### src/rtl/fdc_pkg.sv
// Shared types and constants of the floppy drive controller.
// Used by the drive engine, the top level and the testbench.
package fdc_pkg;

  // Sector limit checked by the start commands and default sector size
  parameter int unsigned SECTOR_COUNT = 2048;
  parameter int unsigned SECTOR_BYTES = 512;

  // Timing register defaults
  parameter logic [31:0] SPIN_UP_TIME_RST    = 32'd8000000;
  parameter logic [31:0] SPIN_DOWN_DELAY_RST = 32'd16000000;
  parameter logic [31:0] BLINK_PERIOD_RST    = 32'd2000000;
  parameter logic [15:0] BYTE_PERIOD_RST     = 16'd256;

  typedef enum logic [2:0] {
    MODE_EMPTY    = 3'd0,
    MODE_LOADED   = 3'd1,
    MODE_SPINUP   = 3'd2,
    MODE_READING  = 3'd3,
    MODE_WRITING  = 3'd4,
    MODE_SPINNING = 3'd5
  } mode_e;

  typedef enum logic [3:0] {
    ERR_NONE          = 4'd0,
    ERR_NO_DISK       = 4'd1,
    ERR_BAD_SECTOR    = 4'd2,
    ERR_READ_PLANNED  = 4'd3,
    ERR_WRITE_PLANNED = 4'd4,
    ERR_BUSY_READ     = 4'd5,
    ERR_BUSY_WRITE    = 4'd6,
    ERR_PROTECTED     = 4'd7,
    ERR_SPINNING      = 4'd8
  } err_e;

  typedef enum logic [2:0] {
    KIND_READ   = 3'd0,
    KIND_WRITE  = 3'd1,
    KIND_TICK   = 3'd2,
    KIND_INSERT = 3'd3,
    KIND_EJECT  = 3'd4
  } kind_e;

  typedef enum logic [1:0] {
    CFG_SPIN_UP_TIME    = 2'd0,
    CFG_SPIN_DOWN_DELAY = 2'd1,
    CFG_BLINK_PERIOD    = 2'd2,
    CFG_BYTE_PERIOD     = 2'd3
  } cfg_idx_e;

  // Register window
  parameter logic [3:0] REG_STATUS  = 4'd0;
  parameter logic [3:0] REG_CMD     = 4'd1;
  parameter logic [3:0] REG_ERROR   = 4'd2;
  parameter int unsigned REG_SECTOR = 4;
  parameter int unsigned REG_BUFFER = 8;
  parameter logic [3:0] REG_BUF_LOW = 4'd11;

  // Command bytes
  parameter logic [7:0] CMD_READ      = 8'b0000_0100;
  parameter logic [7:0] CMD_WRITE     = 8'b0000_1000;
  parameter logic [7:0] CMD_CLEAR_ERR = 8'b1000_0000;
  parameter logic [7:0] BUF_LOW_MASK  = 8'b1111_1110;

  typedef struct packed {
    logic [2:0]  kind;
    logic [3:0]  reg_address;
    logic [7:0]  write_data;
    logic [15:0] tick_cycles;
    logic        protect_flag;
  } req_t;

  typedef struct packed {
    logic [7:0]  read_data;
    logic        event_failed;
    logic        xfer_valid;
    logic        xfer_to_disk;
    logic [19:0] disk_offset;
    logic [23:0] ram_address;
    logic        led_lit;
    logic [2:0]  drive_mode;
  } rsp_t;

  typedef struct packed {
    logic [31:0] spin_up_time;
    logic [31:0] spin_down_delay;
    logic [31:0] blink_period;
    logic [15:0] byte_period;
  } cfg_t;

endpackage

### src/rtl/fdc_chan_if.sv
// Valid/ready channel carrying one payload of type T per transaction.
// No dependencies; instantiated with the payload types of fdc_pkg.
interface fdc_chan_if #(
  parameter type T = logic
) ();
  logic valid;
  logic ready;
  T     data;

  modport source (output valid, output data, input ready);
  modport sink (input valid, input data, output ready);
endinterface

### src/rtl/floppy_drive_controller.sv
// Top level of the floppy drive controller: channels, timing registers,
// input and result registers. Depends on fdc_pkg, fdc_chan_if, fdc_engine.
//
// Usage: req_i carries bus reads and writes, ticks with an elapsed cycle
// count, and disk insert/eject events. Every request transaction yields
// exactly one result transaction on rsp_o with the read byte, the event
// status, an optional sector byte transfer (disk offset / RAM address), the
// error LED and the drive mode after the request.
// The timing registers are written through cfg_we_i/cfg_index_i/cfg_wdata_i
// while no request is in flight; the user must keep to this, the block
// does not enforce it. A request is held in the input register, and when
// it advances its result is registered into rsp_q, which drives rsp_o.
// Throughput: one request per cycle while the receiver takes the results,
// as fdc_engine updates the drive state once for each advancing request.
// Reset clears the drive to empty with no error and LED off, and loads the
// timing registers with their defaults. When the receiver stalls, the
// result holds and the input register keeps one more request; beyond that
// req_i.ready drops until the result is taken.
module floppy_drive_controller #(
  parameter int unsigned SectorBytes = fdc_pkg::SECTOR_BYTES
) (
  input  logic        clk_i,
  input  logic        rst_ni,
  input  logic        cfg_we_i,
  input  logic [1:0]  cfg_index_i,
  input  logic [31:0] cfg_wdata_i,
  fdc_chan_if.sink    req_i,
  fdc_chan_if.source  rsp_o
);
  import fdc_pkg::*;

  cfg_t cfg_q;
  req_t req_q;
  logic req_valid_q;
  rsp_t rsp_q, rsp_d;
  logic rsp_valid_q;
  logic advance;

  // Advance when the held request can drop its result into a free slot
  assign advance     = req_valid_q && (!rsp_valid_q || rsp_o.ready);
  assign req_i.ready = !req_valid_q || advance;
  assign rsp_o.valid = rsp_valid_q;
  assign rsp_o.data  = rsp_q;

  always_ff @(posedge clk_i or negedge rst_ni) begin
    if (!rst_ni) begin
      cfg_q.spin_up_time    <= SPIN_UP_TIME_RST;
      cfg_q.spin_down_delay <= SPIN_DOWN_DELAY_RST;
      cfg_q.blink_period    <= BLINK_PERIOD_RST;
      cfg_q.byte_period     <= BYTE_PERIOD_RST;
    end else if (cfg_we_i) begin
      case (cfg_index_i)
        CFG_SPIN_UP_TIME:    cfg_q.spin_up_time    <= cfg_wdata_i;
        CFG_SPIN_DOWN_DELAY: cfg_q.spin_down_delay <= cfg_wdata_i;
        CFG_BLINK_PERIOD:    cfg_q.blink_period    <= cfg_wdata_i;
        CFG_BYTE_PERIOD:     cfg_q.byte_period     <= cfg_wdata_i[15:0];
        default: ;
      endcase
    end
  end

  always_ff @(posedge clk_i or negedge rst_ni) begin
    if (!rst_ni) begin
      req_valid_q <= 1'b0;
      rsp_valid_q <= 1'b0;
    end else begin
      if (req_i.ready) begin
        req_valid_q <= req_i.valid;
      end
      if (advance) begin
        rsp_valid_q <= 1'b1;
      end else if (rsp_o.ready) begin
        rsp_valid_q <= 1'b0;
      end
    end
  end

  always_ff @(posedge clk_i) begin
    if (req_i.ready && req_i.valid) begin
      req_q <= req_i.data;
    end
    if (advance) begin
      rsp_q <= rsp_d;
    end
  end

  fdc_engine #(
    .SectorBytes (SectorBytes)
  ) u_engine (
    .clk_i  (clk_i),
    .rst_ni (rst_ni),
    .fire_i (advance),
    .req_i  (req_q),
    .cfg_i  (cfg_q),
    .rsp_o  (rsp_d)
  );

endmodule

### src/rtl/fdc_engine.sv
// Drive state, register file, timers and LED logic of the drive controller.
// Depends on fdc_pkg; one transaction is processed per fire_i cycle.
module fdc_engine #(
  parameter int unsigned SectorBytes = fdc_pkg::SECTOR_BYTES
) (
  input  logic          clk_i,
  input  logic          rst_ni,
  input  logic          fire_i,
  input  fdc_pkg::req_t req_i,
  input  fdc_pkg::cfg_t cfg_i,
  output fdc_pkg::rsp_t rsp_o
);
  import fdc_pkg::*;

  localparam int BcW   = $clog2(SectorBytes + 1);
  localparam int ProdW = (16 + BcW > 20) ? 16 + BcW : 20;

  mode_e            mode_q, mode_d;
  mode_e            planned_q, planned_d;
  logic [31:0]      accum_q, accum_d;
  logic [BcW-1:0]   byte_count_q, byte_count_d;
  logic [15:0]      sector_q, sector_d;
  logic [23:0]      buffer_q, buffer_d;
  logic [7:0]       reg_file_q [16];
  logic [7:0]       reg_file_d [16];
  err_e             error_q, error_d;
  logic             led_q, led_d;
  logic [31:0]      blink_q, blink_d;
  logic             protected_q, protected_d;

  logic [31:0]      sec_word;
  logic             sec_ok;
  logic [31:0]      acc_sum, acc_limit, acc_rem;
  logic             acc_over;
  logic [31:0]      blink_base;
  logic [BcW-1:0]   bc_inc;
  logic [ProdW-1:0] sec_base, off_sum;
  logic [7:0]       status;
  logic             start_req, err_raise, do_latch;
  mode_e            start_tgt;
  err_e             err_new;

  assign sec_word = {reg_file_q[REG_SECTOR], reg_file_q[REG_SECTOR + 1],
                     reg_file_q[REG_SECTOR + 2], reg_file_q[REG_SECTOR + 3]};
  assign sec_ok   = sec_word < 32'(SECTOR_COUNT);

  // Shared accumulator: add the tick, compare against the limit of this mode
  always_comb begin
    case (mode_q)
      MODE_SPINUP:                 acc_limit = cfg_i.spin_up_time;
      MODE_READING, MODE_WRITING:  acc_limit = {16'd0, cfg_i.byte_period};
      MODE_SPINNING:               acc_limit = cfg_i.spin_down_delay;
      default:                     acc_limit = '0;
    endcase
  end

  assign acc_sum    = accum_q + 32'(req_i.tick_cycles);
  assign acc_over   = acc_sum > acc_limit;
  assign acc_rem    = acc_sum - acc_limit;
  assign blink_base = (blink_q > cfg_i.blink_period) ? blink_q - cfg_i.blink_period : blink_q;
  assign bc_inc     = byte_count_q + BcW'(1);
  assign sec_base   = ProdW'(sector_q) * ProdW'(SectorBytes);
  assign off_sum    = sec_base + ProdW'(byte_count_q);

  always_comb begin
    status    = '0;
    status[0] = mode_q != MODE_EMPTY;
    status[1] = mode_q inside {[MODE_SPINUP:MODE_SPINNING]};
    status[2] = mode_q == MODE_READING;
    status[3] = mode_q == MODE_WRITING;
    status[7] = error_q != ERR_NONE;
  end

  always_comb begin
    mode_d       = mode_q;
    planned_d    = planned_q;
    accum_d      = accum_q;
    byte_count_d = byte_count_q;
    sector_d     = sector_q;
    buffer_d     = buffer_q;
    reg_file_d   = reg_file_q;
    error_d      = error_q;
    led_d        = led_q;
    blink_d      = blink_q;
    protected_d  = protected_q;
    rsp_o        = '0;
    start_req    = 1'b0;
    start_tgt    = MODE_READING;
    err_raise    = 1'b0;
    err_new      = ERR_NONE;
    do_latch     = 1'b0;

    case (req_i.kind)
      KIND_READ: begin
        case (req_i.reg_address)
          REG_STATUS: rsp_o.read_data = status;
          REG_CMD:    rsp_o.read_data = '0;
          REG_ERROR:  rsp_o.read_data = {4'd0, error_q};
          default:    rsp_o.read_data = reg_file_q[req_i.reg_address];
        endcase
      end
      KIND_WRITE: begin
        if (req_i.reg_address == REG_CMD) begin
          case (req_i.write_data)
            CMD_READ: begin
              start_req = 1'b1;
              start_tgt = MODE_READING;
            end
            CMD_WRITE: begin
              // Write protect wins over every other check
              if (protected_q) begin
                err_raise = 1'b1;
                err_new   = ERR_PROTECTED;
              end else begin
                start_req = 1'b1;
                start_tgt = MODE_WRITING;
              end
            end
            CMD_CLEAR_ERR: begin
              error_d = ERR_NONE;
              led_d   = 1'b0;
            end
            default: ;
          endcase
        end else if (req_i.reg_address == REG_BUF_LOW) begin
          reg_file_d[req_i.reg_address] = req_i.write_data & BUF_LOW_MASK;
        end else if (req_i.reg_address != REG_STATUS) begin
          reg_file_d[req_i.reg_address] = req_i.write_data;
        end
      end
      KIND_TICK: begin
        case (mode_q)
          MODE_SPINUP: begin
            accum_d = acc_sum;
            if (acc_over) begin
              mode_d    = planned_q;
              planned_d = MODE_SPINNING;
              accum_d   = acc_rem;
            end
          end
          MODE_READING, MODE_WRITING: begin
            accum_d = acc_sum;
            if (acc_over) begin
              rsp_o.xfer_valid   = 1'b1;
              rsp_o.xfer_to_disk = mode_q == MODE_WRITING;
              rsp_o.disk_offset  = off_sum[19:0];
              rsp_o.ram_address  = buffer_q + 24'(byte_count_q);
              accum_d            = acc_rem;
              byte_count_d       = bc_inc;
              // Sector done: drop back to idle spinning
              if (bc_inc >= BcW'(SectorBytes)) begin
                mode_d  = MODE_SPINNING;
                accum_d = '0;
              end
            end
          end
          MODE_SPINNING: begin
            accum_d = acc_sum;
            if (acc_over) begin
              mode_d  = MODE_LOADED;
              accum_d = acc_rem;
            end
          end
          default: ;
        endcase
        if (error_q != ERR_NONE) begin
          if (blink_q > cfg_i.blink_period) begin
            led_d = ~led_q;
          end
          blink_d = blink_base + 32'(req_i.tick_cycles);
        end
      end
      KIND_INSERT: begin
        if (mode_q != MODE_EMPTY) begin
          rsp_o.event_failed = 1'b1;
        end else begin
          mode_d      = MODE_SPINUP;
          planned_d   = MODE_SPINNING;
          protected_d = req_i.protect_flag;
        end
      end
      KIND_EJECT: begin
        if (mode_q == MODE_LOADED) begin
          mode_d = MODE_EMPTY;
        end else begin
          rsp_o.event_failed = 1'b1;
          err_raise          = 1'b1;
          err_new            = (mode_q == MODE_EMPTY) ? ERR_NO_DISK : ERR_SPINNING;
        end
      end
      default: ;
    endcase

    if (start_req) begin
      case (mode_q)
        MODE_EMPTY: begin
          err_raise = 1'b1;
          err_new   = ERR_NO_DISK;
        end
        MODE_LOADED: begin
          if (sec_ok) begin
            do_latch  = 1'b1;
            mode_d    = MODE_SPINUP;
            planned_d = start_tgt;
          end else begin
            err_raise = 1'b1;
            err_new   = ERR_BAD_SECTOR;
          end
        end
        MODE_SPINUP: begin
          if (planned_q == MODE_SPINNING) begin
            if (sec_ok) begin
              do_latch  = 1'b1;
              planned_d = start_tgt;
            end else begin
              err_raise = 1'b1;
              err_new   = ERR_BAD_SECTOR;
            end
          end else if (planned_q == MODE_READING) begin
            err_raise = 1'b1;
            err_new   = ERR_READ_PLANNED;
          end else if (planned_q == MODE_WRITING) begin
            err_raise = 1'b1;
            err_new   = ERR_WRITE_PLANNED;
          end
        end
        MODE_READING: begin
          err_raise = 1'b1;
          err_new   = ERR_BUSY_READ;
        end
        MODE_WRITING: begin
          err_raise = 1'b1;
          err_new   = ERR_BUSY_WRITE;
        end
        MODE_SPINNING: begin
          if (sec_ok) begin
            do_latch = 1'b1;
            mode_d   = start_tgt;
          end else begin
            err_raise = 1'b1;
            err_new   = ERR_BAD_SECTOR;
          end
        end
        default: ;
      endcase
    end

    if (do_latch) begin
      sector_d     = sec_word[15:0];
      buffer_d     = {reg_file_q[REG_BUFFER + 1], reg_file_q[REG_BUFFER + 2],
                      reg_file_q[REG_BUFFER + 3]};
      accum_d      = '0;
      byte_count_d = '0;
    end

    // Recording an error lights the LED and restarts the blink timer
    if (err_raise) begin
      error_d = err_new;
      led_d   = 1'b1;
      blink_d = '0;
    end

    rsp_o.led_lit    = led_d;
    rsp_o.drive_mode = mode_d;
  end

  always_ff @(posedge clk_i or negedge rst_ni) begin
    if (!rst_ni) begin
      mode_q       <= MODE_EMPTY;
      planned_q    <= MODE_EMPTY;
      accum_q      <= '0;
      byte_count_q <= '0;
      sector_q     <= '0;
      buffer_q     <= '0;
      reg_file_q   <= '{default: '0};
      error_q      <= ERR_NONE;
      led_q        <= 1'b0;
      blink_q      <= '0;
      protected_q  <= 1'b0;
    end else if (fire_i) begin
      mode_q       <= mode_d;
      planned_q    <= planned_d;
      accum_q      <= accum_d;
      byte_count_q <= byte_count_d;
      sector_q     <= sector_d;
      buffer_q     <= buffer_d;
      reg_file_q   <= reg_file_d;
      error_q      <= error_d;
      led_q        <= led_d;
      blink_q      <= blink_d;
      protected_q  <= protected_d;
    end
  end

endmodule

### src/flat_wrapper.sv
// flat-port wrapper written by rule: the top's interface ports become plain ports
module floppy_drive_controller_flat import fdc_pkg::*;
#(
  parameter int unsigned SectorBytes = fdc_pkg::SECTOR_BYTES
)
  (clk_i, rst_ni, cfg_we_i, cfg_index_i, cfg_wdata_i, req_i_valid, req_i_data, req_i_ready, rsp_o_valid, rsp_o_data, rsp_o_ready);
  fdc_chan_if #(.T(req_t)) req_i_i ();
  fdc_chan_if #(.T(rsp_t)) rsp_o_i ();
  input  logic clk_i;
  input  logic rst_ni;
  input  logic cfg_we_i;
  input  logic [1:0] cfg_index_i;
  input  logic [31:0] cfg_wdata_i;
  input wire logic [$bits(req_i_i.valid)-1:0] req_i_valid;
  input wire logic [$bits(req_i_i.data)-1:0] req_i_data;
  output wire logic [$bits(req_i_i.ready)-1:0] req_i_ready;
  output wire logic [$bits(rsp_o_i.valid)-1:0] rsp_o_valid;
  output wire logic [$bits(rsp_o_i.data)-1:0] rsp_o_data;
  input wire logic [$bits(rsp_o_i.ready)-1:0] rsp_o_ready;
  assign req_i_i.valid = req_i_valid;
  assign req_i_i.data = req_i_data;
  assign req_i_ready = req_i_i.ready;
  assign rsp_o_valid = rsp_o_i.valid;
  assign rsp_o_data = rsp_o_i.data;
  assign rsp_o_i.ready = rsp_o_ready;
  floppy_drive_controller #(.SectorBytes(SectorBytes)) u_core (.clk_i(clk_i), .rst_ni(rst_ni), .cfg_we_i(cfg_we_i), .cfg_index_i(cfg_index_i), .cfg_wdata_i(cfg_wdata_i), .req_i(req_i_i), .rsp_o(rsp_o_i));
endmodule
### config.mk
export PLATFORM = sky130hd
export DESIGN_NAME = floppy_drive_controller_flat
export DESIGN_NICKNAME = d
export VERILOG_FILES = /design/src/rtl/fdc_pkg.sv /design/src/rtl/fdc_chan_if.sv /design/src/rtl/floppy_drive_controller.sv /design/src/rtl/fdc_engine.sv /design/src/flat_wrapper.sv
export SDC_FILE = /design/constraint.sdc
export NUM_CORES = 1
export LEC_CHECK = 0
export BUFFER_PORTS_ARGS = -buffer_cell sky130_fd_sc_hd__buf_2
export CORE_ASPECT_RATIO = 1.25
export CORE_UTILIZATION = 45
export CTS_BUF_LIST = sky130_fd_sc_hd__clkbuf_8
export DETAILED_ROUTE_END_ITERATION = 8
export GPL_ROUTABILITY_DRIVEN = 1
export HOLD_SLACK_MARGIN = 0.05
export PLACE_DENSITY_LB_ADDON = 0.05
export SLEW_MARGIN = 30
export SYNTH_ARGS = -nofsm -noshare
export SYNTH_HDL_FRONTEND = slang
export SYNTH_SLANG_ARGS = --single-unit
### constraint.sdc
create_clock -name clk_i -period 10 [get_ports clk_i]
set_input_delay 1.5 -clock clk_i [delete_from_list [all_inputs] [get_ports clk_i]]
set_output_delay 1.5 -clock clk_i [all_outputs]
set_load 0.01 [all_outputs]
# --- Word-level counts from Yosys, hierarchy flattened ---
# Cells that the tools add are included.
op_classes:
  add_sub_neg: 7
  magnitude_cmp: 8
  n_eq_ne: 21
  muxes: 95
  bitwise: 4
  n_reduce_logical: 43
op_table:
  columns: ["cell", "count"]
  rows:
  - ["32-bit 2-to-1 mux", 9]
  - ["128-bit bitwise mux", 2]
  - ["128-bit 2-to-1 mux", 2]
  - ["32-bit case mux with 3 select lines", 1]
  - ["3-bit 2-to-1 mux", 22]
  - ["32-bit by 16-bit adder with 32-bit output", 2]
  - ["32-bit greater-than comparator", 2]
  - ["32-bit case mux with 2 select lines", 1]
  - ["32-bit subtractor", 2]
  - ["46-bit 2-to-1 mux", 1]
  - ["4-bit 2-to-1 mux", 11]
  - ["10-bit 2-to-1 mux", 4]
  - ["8-bit binary-select mux with 4-bit select", 1]
  - ["8-bit demux with 4-bit select", 1]
  - ["32-bit by 12-bit less-than comparator with 1-bit output (second input constant)", 1]
  - ["24-bit by 10-bit adder with 24-bit output", 1]
  - ["8-bit 2-to-1 mux", 3]
  - ["8-bit case mux with 3 select lines", 1]
  - ["1-bit 2-to-1 mux", 23]
  - ["20-bit by 10-bit adder with 20-bit output", 1]
  - ["4-bit case mux with 5 select lines", 1]
  - ["2-bit nonzero test", 10]
  - ["3-bit case mux with 2 select lines", 3]
  - ["3-bit case mux with 3 select lines", 2]
  - ["other kinds (35)", 71]
word_totals:
  regBits: 454
  inputBits: 71
  output_inout_bits: 61
  elab_cells: 223

# --- Depth between registers and ports, before layout ---
depth:
  word_depth: 11
  ltp_mapped: 29
  ltp_nobuf: 25

# --- Cells and area by module ---
# From an unflattened synthesis, not the netlist that was laid out.
unflattened:
  hier_cells: 2433
  hier_area_um2: 25214.2
modules_own_cells:
  columns: ["mod", "n_inst", "cells_per_inst", "area_per_inst_um2", "seq_area_each_um2"]
  rows:
  - ["fdc_engine", 1, 2096, 18173.7, 5855.6]
  - ["floppy_drive_controller", 1, 337, 7040.5, 5612.9]

# --- Worst setup path after synthesis ---
# Ideal clock, no wire load.
synth_timing:
  kind: "register to register"
  from: "register u_core.u_engine.blink_q[0]"
  to: "register u_core.u_engine.blink_q[23]"
  setup_time_ps: 133
  arrival_time_ps: 5590
  required_time_ps: 9867
  path_slack_ps: 4277
  path_stages_with_launch: 28
  path_buffers: 4
  period_less_slack_ps: 5723
  cell_sequence: "dfrtp_1 inv_1 ha_1 inv_1 fa_1 a211oi_1 o211ai_1 a21oi_1 o2111ai_2 and2_1 buf_2 buf_2 clkbuf_1 buf_2 nand2_1 nand2_1 ha_1 a21o_1 a21oi_1 o21ai_0 a2111oi_0 nor3_1 a2111oi_0 or3_1 nor2_1 xnor2_1 a22oi_1 o21ai_0"
synth_via:
  elab_chain_len: 6
  elab_cells_between_ends: 7
  classes_between: "add/sub (2); order compare (1); mux (4)"
synth_lines:
  columns: ["item", "line", "text"]
  rows:
  - ["from (decl)", "fdc_engine.sv:28", "logic [31:0] blink_q, blink_d;"]
  - ["from (signal assigned)", "fdc_engine.sv:290", "blink_q <= blink_d;"]
  - ["32-bit subtractor or 32-bit greater-than comparator (tied branches)", "fdc_engine.sv:60", "assign blink_base = (blink_q > cfg_i.blink_period) ? blink_q - cfg_i.blink_period : blink_q;"]
  - ["32-bit 2-to-1 mux *", "fdc_engine.sv:60", null]
  - ["32-bit by 16-bit adder with 32-bit output *", "fdc_engine.sv:170", "blink_d = blink_base + 32'(req_i.tick_cycles);"]
  - ["32-bit 2-to-1 mux *", "fdc_engine.sv:166", "if (error_q != ERR_NONE) begin"]
  - ["32-bit 2-to-1 mux *", "fdc_engine.sv:93", "case (req_i.kind)"]
  - ["32-bit 2-to-1 mux *", "fdc_engine.sv:257", "if (err_raise) begin"]
# Every way passes the cells marked *; elsewhere a longest branch is shown, timed or not. The select of a mux whose other input is x is not followed.
# A chain may end at the register's enable or synchronous reset.

# --- Final worst setup path ---
layout_timing:
  from: "register u_core.req_q[1] (netlist name)"
  to: "register u_core.rsp_q (netlist bit u_core.rsp_o.data[32]) (data pin)"
layout_via:
  elab_chain_len: 3
layout_lines:
  columns: ["item", "line", "text"]
  rows:
  - ["from (decl)", "floppy_drive_controller.sv:33", "req_t req_q;"]
  - ["from (signal assigned)", "floppy_drive_controller.sv:80", "req_q <= req_i.data;"]
  - ["32-bit by 16-bit adder with 32-bit output", "fdc_engine.sv:57", "assign acc_sum = accum_q + 32'(req_i.tick_cycles);"]
  - ["32-bit greater-than comparator", "fdc_engine.sv:58", "assign acc_over = acc_sum > acc_limit;"]
  - ["3-bit AND reduction (no line)", null, null]
  - ["to (signal assigned)", "floppy_drive_controller.sv:83", "rsp_q <= rsp_d;"]
  - ["to (decl)", "floppy_drive_controller.sv:35", "rsp_t rsp_q, rsp_d;"]
# Every way passes these cells.

==> flow_summary.toml <==
[detailed_routing]
routedWlPerCell_um = 22.15
num_vias = 20100
drt_wl_total_mm = 76.57
ant_nets = 0
drc_errors = 0
detailedRoute.firstPassIterationCount = 5
drt-initial-drc-count = 1012
viasPerCell = 5.814

[timing]
slew_headroom = 0.3657
fmax_mhz = 138.8
setup_viol = 0
fin_crit_ps = 7207
layout_worst_path_cycle_share = 0.7207
hold_violations = 0
tightest_slew_ps = 939.6
grt_setup_unrepaired = "false"
fin_skew_ps = 23.19
fin_tns_setup_ps = 0
finalWorstSetupSlack_ps = 2793
slew_violations = 0

[min_path]
hp-class = "reg2reg"

[worst_setup_path]
worst-setup-path-type = "reg2reg"
worstPathMaxFanout = 35
worstPathArrival_ps = 7620
startpoint_type = "flip-flop"
end_kind = "flip-flop"
critPathRequiredTime_ps = 10410
rrSetupSlack_ps = 2790

[pwr]
irDropWorstVdd_v = 0.0001555
power_leakage_nw = 13.15
post-layout-total-power_mw = 6.752
powerDensity_nw_per_um2 = 233.1

[logic_synthesis]
synth_flop_cell = "dfrtp_1"
yosysWarnings = 0
ys_types = 88
seq_area_frac_synth = 0.4432
ys_seq_elements = 439
async_flop_share = 0.7927
syn_area_um2 = 25880
postSynthCellCount = 2515
synth_edf_count = 91
synth_nets = 2702
syn_area_per_cell_um2 = 10.29

[global_route]
antenna_found_initial = 1
grt_pass1_wl_mm = 118.3
overflow = 0
grt_util_all_layers = 0.2633
first_global_vias = 20644
grt_start_max_net_pins = 109

[placed_design]
preCtsSetupSlack_ps = 2767
place.gp.congestion = 0.9118
hpwl_mm = 56.44
portBuffers = 131

[floorplanning]
die_y_um = 270.1
coreArea_um2 = 56440
chipWidth_um = 216.5
num_rows = 97
dieArea_um2 = 58480
ios = 132
start_util = 0.4586

[clock_network]
clk_latency_ps = 670
cts.clk_slew.worst_paths_ps = 60
cts_buffers = 79
htreeDepth = 3
cts_setup_buffers = 0
cts_buffer_depth = 3
clockRootBuffer = "clkbuf_8"
cts_resized = 0
cts_sinks = 439
cts_hold_buf = 0
cts_tree = "done"

[cells_and_area]
nNetsFinal = 2835
drive_above_1_share = 0.2212
fillCellCount = 5292
final_core_util = 0.5133
area_growth_pct = 11.94

[run]
cap_viol_max_count = 0

[status]
status = "finished, final reports clean"
## cell families (layout without fill, tap and decap cells)
logic type | after synthesis | count (layout) | synth area share
buf+inv | 212 | 410 | 0.03176
compound gates | 565 | 565 | 0.1439
mux | 296 | 296 | 0.1420
flops | 439 | 439 | 0.4432
simple gates | 757 | 757 | 0.1376
xor+xnor | 130 | 130 | 0.04400
other cells | 0 | 2 | 0
fa+ha+maj | 116 | 116 | 0.05754
## area by class of cell
type                       count  area [um^2]  area share
multi-input combinational   1864        13620      0.4701
sequential                   439        11470      0.3959
clock buffer                  98         1349     0.04656
timing repair buffer         164        960.9     0.03317
tap                          742        928.4     0.03205
inverter                     100        376.6     0.01300
clock inverter                48        261.5    0.009027
antenna                        2        5.005   0.0001728
## placed cells by master, fill, tap and decap left out, types with 23 or more instances in the layout
cell type,netlist,routed
mux4_2,35,35
nand2b_1,24,24
ha_1,111,111
xnor2_1,70,70
mux2_2,219,219
buf_2,13,130
dfrtp_1,326,325
a21o_1,49,49
o21ai_0,155,155
a22o_1,33,33
xor2_1,60,60
mux2i_1,42,42
buf_4,0,29
clkbuf_8,0,98
and3_1,28,28
nor3_1,38,38
edfxtp_1,91,91
a21oi_1,119,119
nand2_1,313,313
inv_1,99,121
nor2b_1,25,25
a31oi_1,23,23
and2_1,29,29
nand3_1,61,60
nand4_1,26,26
nor2_1,141,139
## Yosys cell counts, types with 24 or more instances
cell type	instances	area share
nor3_1	38	0.0073
a21oi_1	119	0.023
and2_1	29	0.0070
a21o_1	49	0.014
xor2_1	60	0.020
inv_1	99	0.014
mux2_2	219	0.095
ha_1	111	0.054
mux2i_1	42	0.016
dfrtp_1	326	0.32
clkbuf_1	78	0.011
nand2_1	313	0.045
nand4_1	26	0.0063
a22o_1	33	0.011
xnor2_1	70	0.024
mux4_2	35	0.030
nor2b_1	25	0.0060
and3_1	28	0.0068
nor2_1	141	0.020
edfxtp_1	91	0.11
o21ai_0	155	0.030
nand3_1	61	0.012
nand2b_1	24	0.0058
## report_power, final
group / internal (mW) / leakage [nW] / switching (mW)
Clock: 0.917 / 0.923 / 0.789
Sequential: 2.07 / 5.39 / 0.191
Combinational: 1.10 / 6.84 / 1.68
Total: 4.09 / 13.1 / 2.66
## flip-flops by register name, indices dropped and copies added (netlist names), 10 cells and up
register,cells
u_core.cfg_q,112
u_core.u_engine.sector_q,11
u_core.rsp_o.data,59
u_core.u_engine.reg_file_q,113
u_core.req_q,32
u_core.u_engine.blink_q,32
u_core.u_engine.byte_count_q,10
u_core.u_engine.buffer_q,24
u_core.u_engine.accum_q,32
## critical path, cell delays in order (launching register included)
cell	delay, ps
edfxtp_1	380
ha_1	190
inv_1	60
fa_1	450
nor2b_1	120
o21ai_0	100
a21boi_0	270
o21ai_0	160
a21o_1	230
a21oi_1	150
o2111ai_1	230
a311oi_2	810
nand2_1	190
xnor2_1	170
ha_1	410
nand2_1	130
nor4_1	490
nand3_1	190
and2_1	210
a22oi_1	450
nand2_1	450
nand3_1	210
buf_4	360
inv_1	290
and2_1	240
## per-stage QoR
step           std cells  hold WS (ps)  area, um^2
3_3_place_gp        3307         360.3       27280
4_1_cts             3453         375.9       28900
5_1_grt             3456         388.8       28970
2_1_floorplan       2515         424.5       25880
3_5_place_dp        3307         363.5       27290
6_report            3457         373.0       28970
## final timing paths
kind,start,endpoint,cells after the start
hold reg to reg,u_core.u_engine.reg_file_q[124],u_core.u_engine.reg_file_q[124],0
min in group asynchronous,rst_ni,u_core.u_engine.buffer_q[22],1
hold / removal,u_core.u_engine.reg_file_q[124],u_core.u_engine.reg_file_q[124],0
setup / recovery,u_core.req_q[1],u_core.rsp_o.data[32],24
setup reg to reg,u_core.req_q[1],u_core.rsp_o.data[32],24
max in group asynchronous,rst_ni,u_core.u_engine.mode_q[0],3
## layer usage
metal / vias up / share of wire / global-route usage
li1: 9447 / - / -
met1: 10008 / 0.40 / 0.3049
met2: 489 / 0.52 / 0.4803
met3: 156 / 0.037 / 0.03705
met4: 0 / 0.039 / 0.1123
met5: - / 0 / 0
Power figures use the tool's default switching activity.
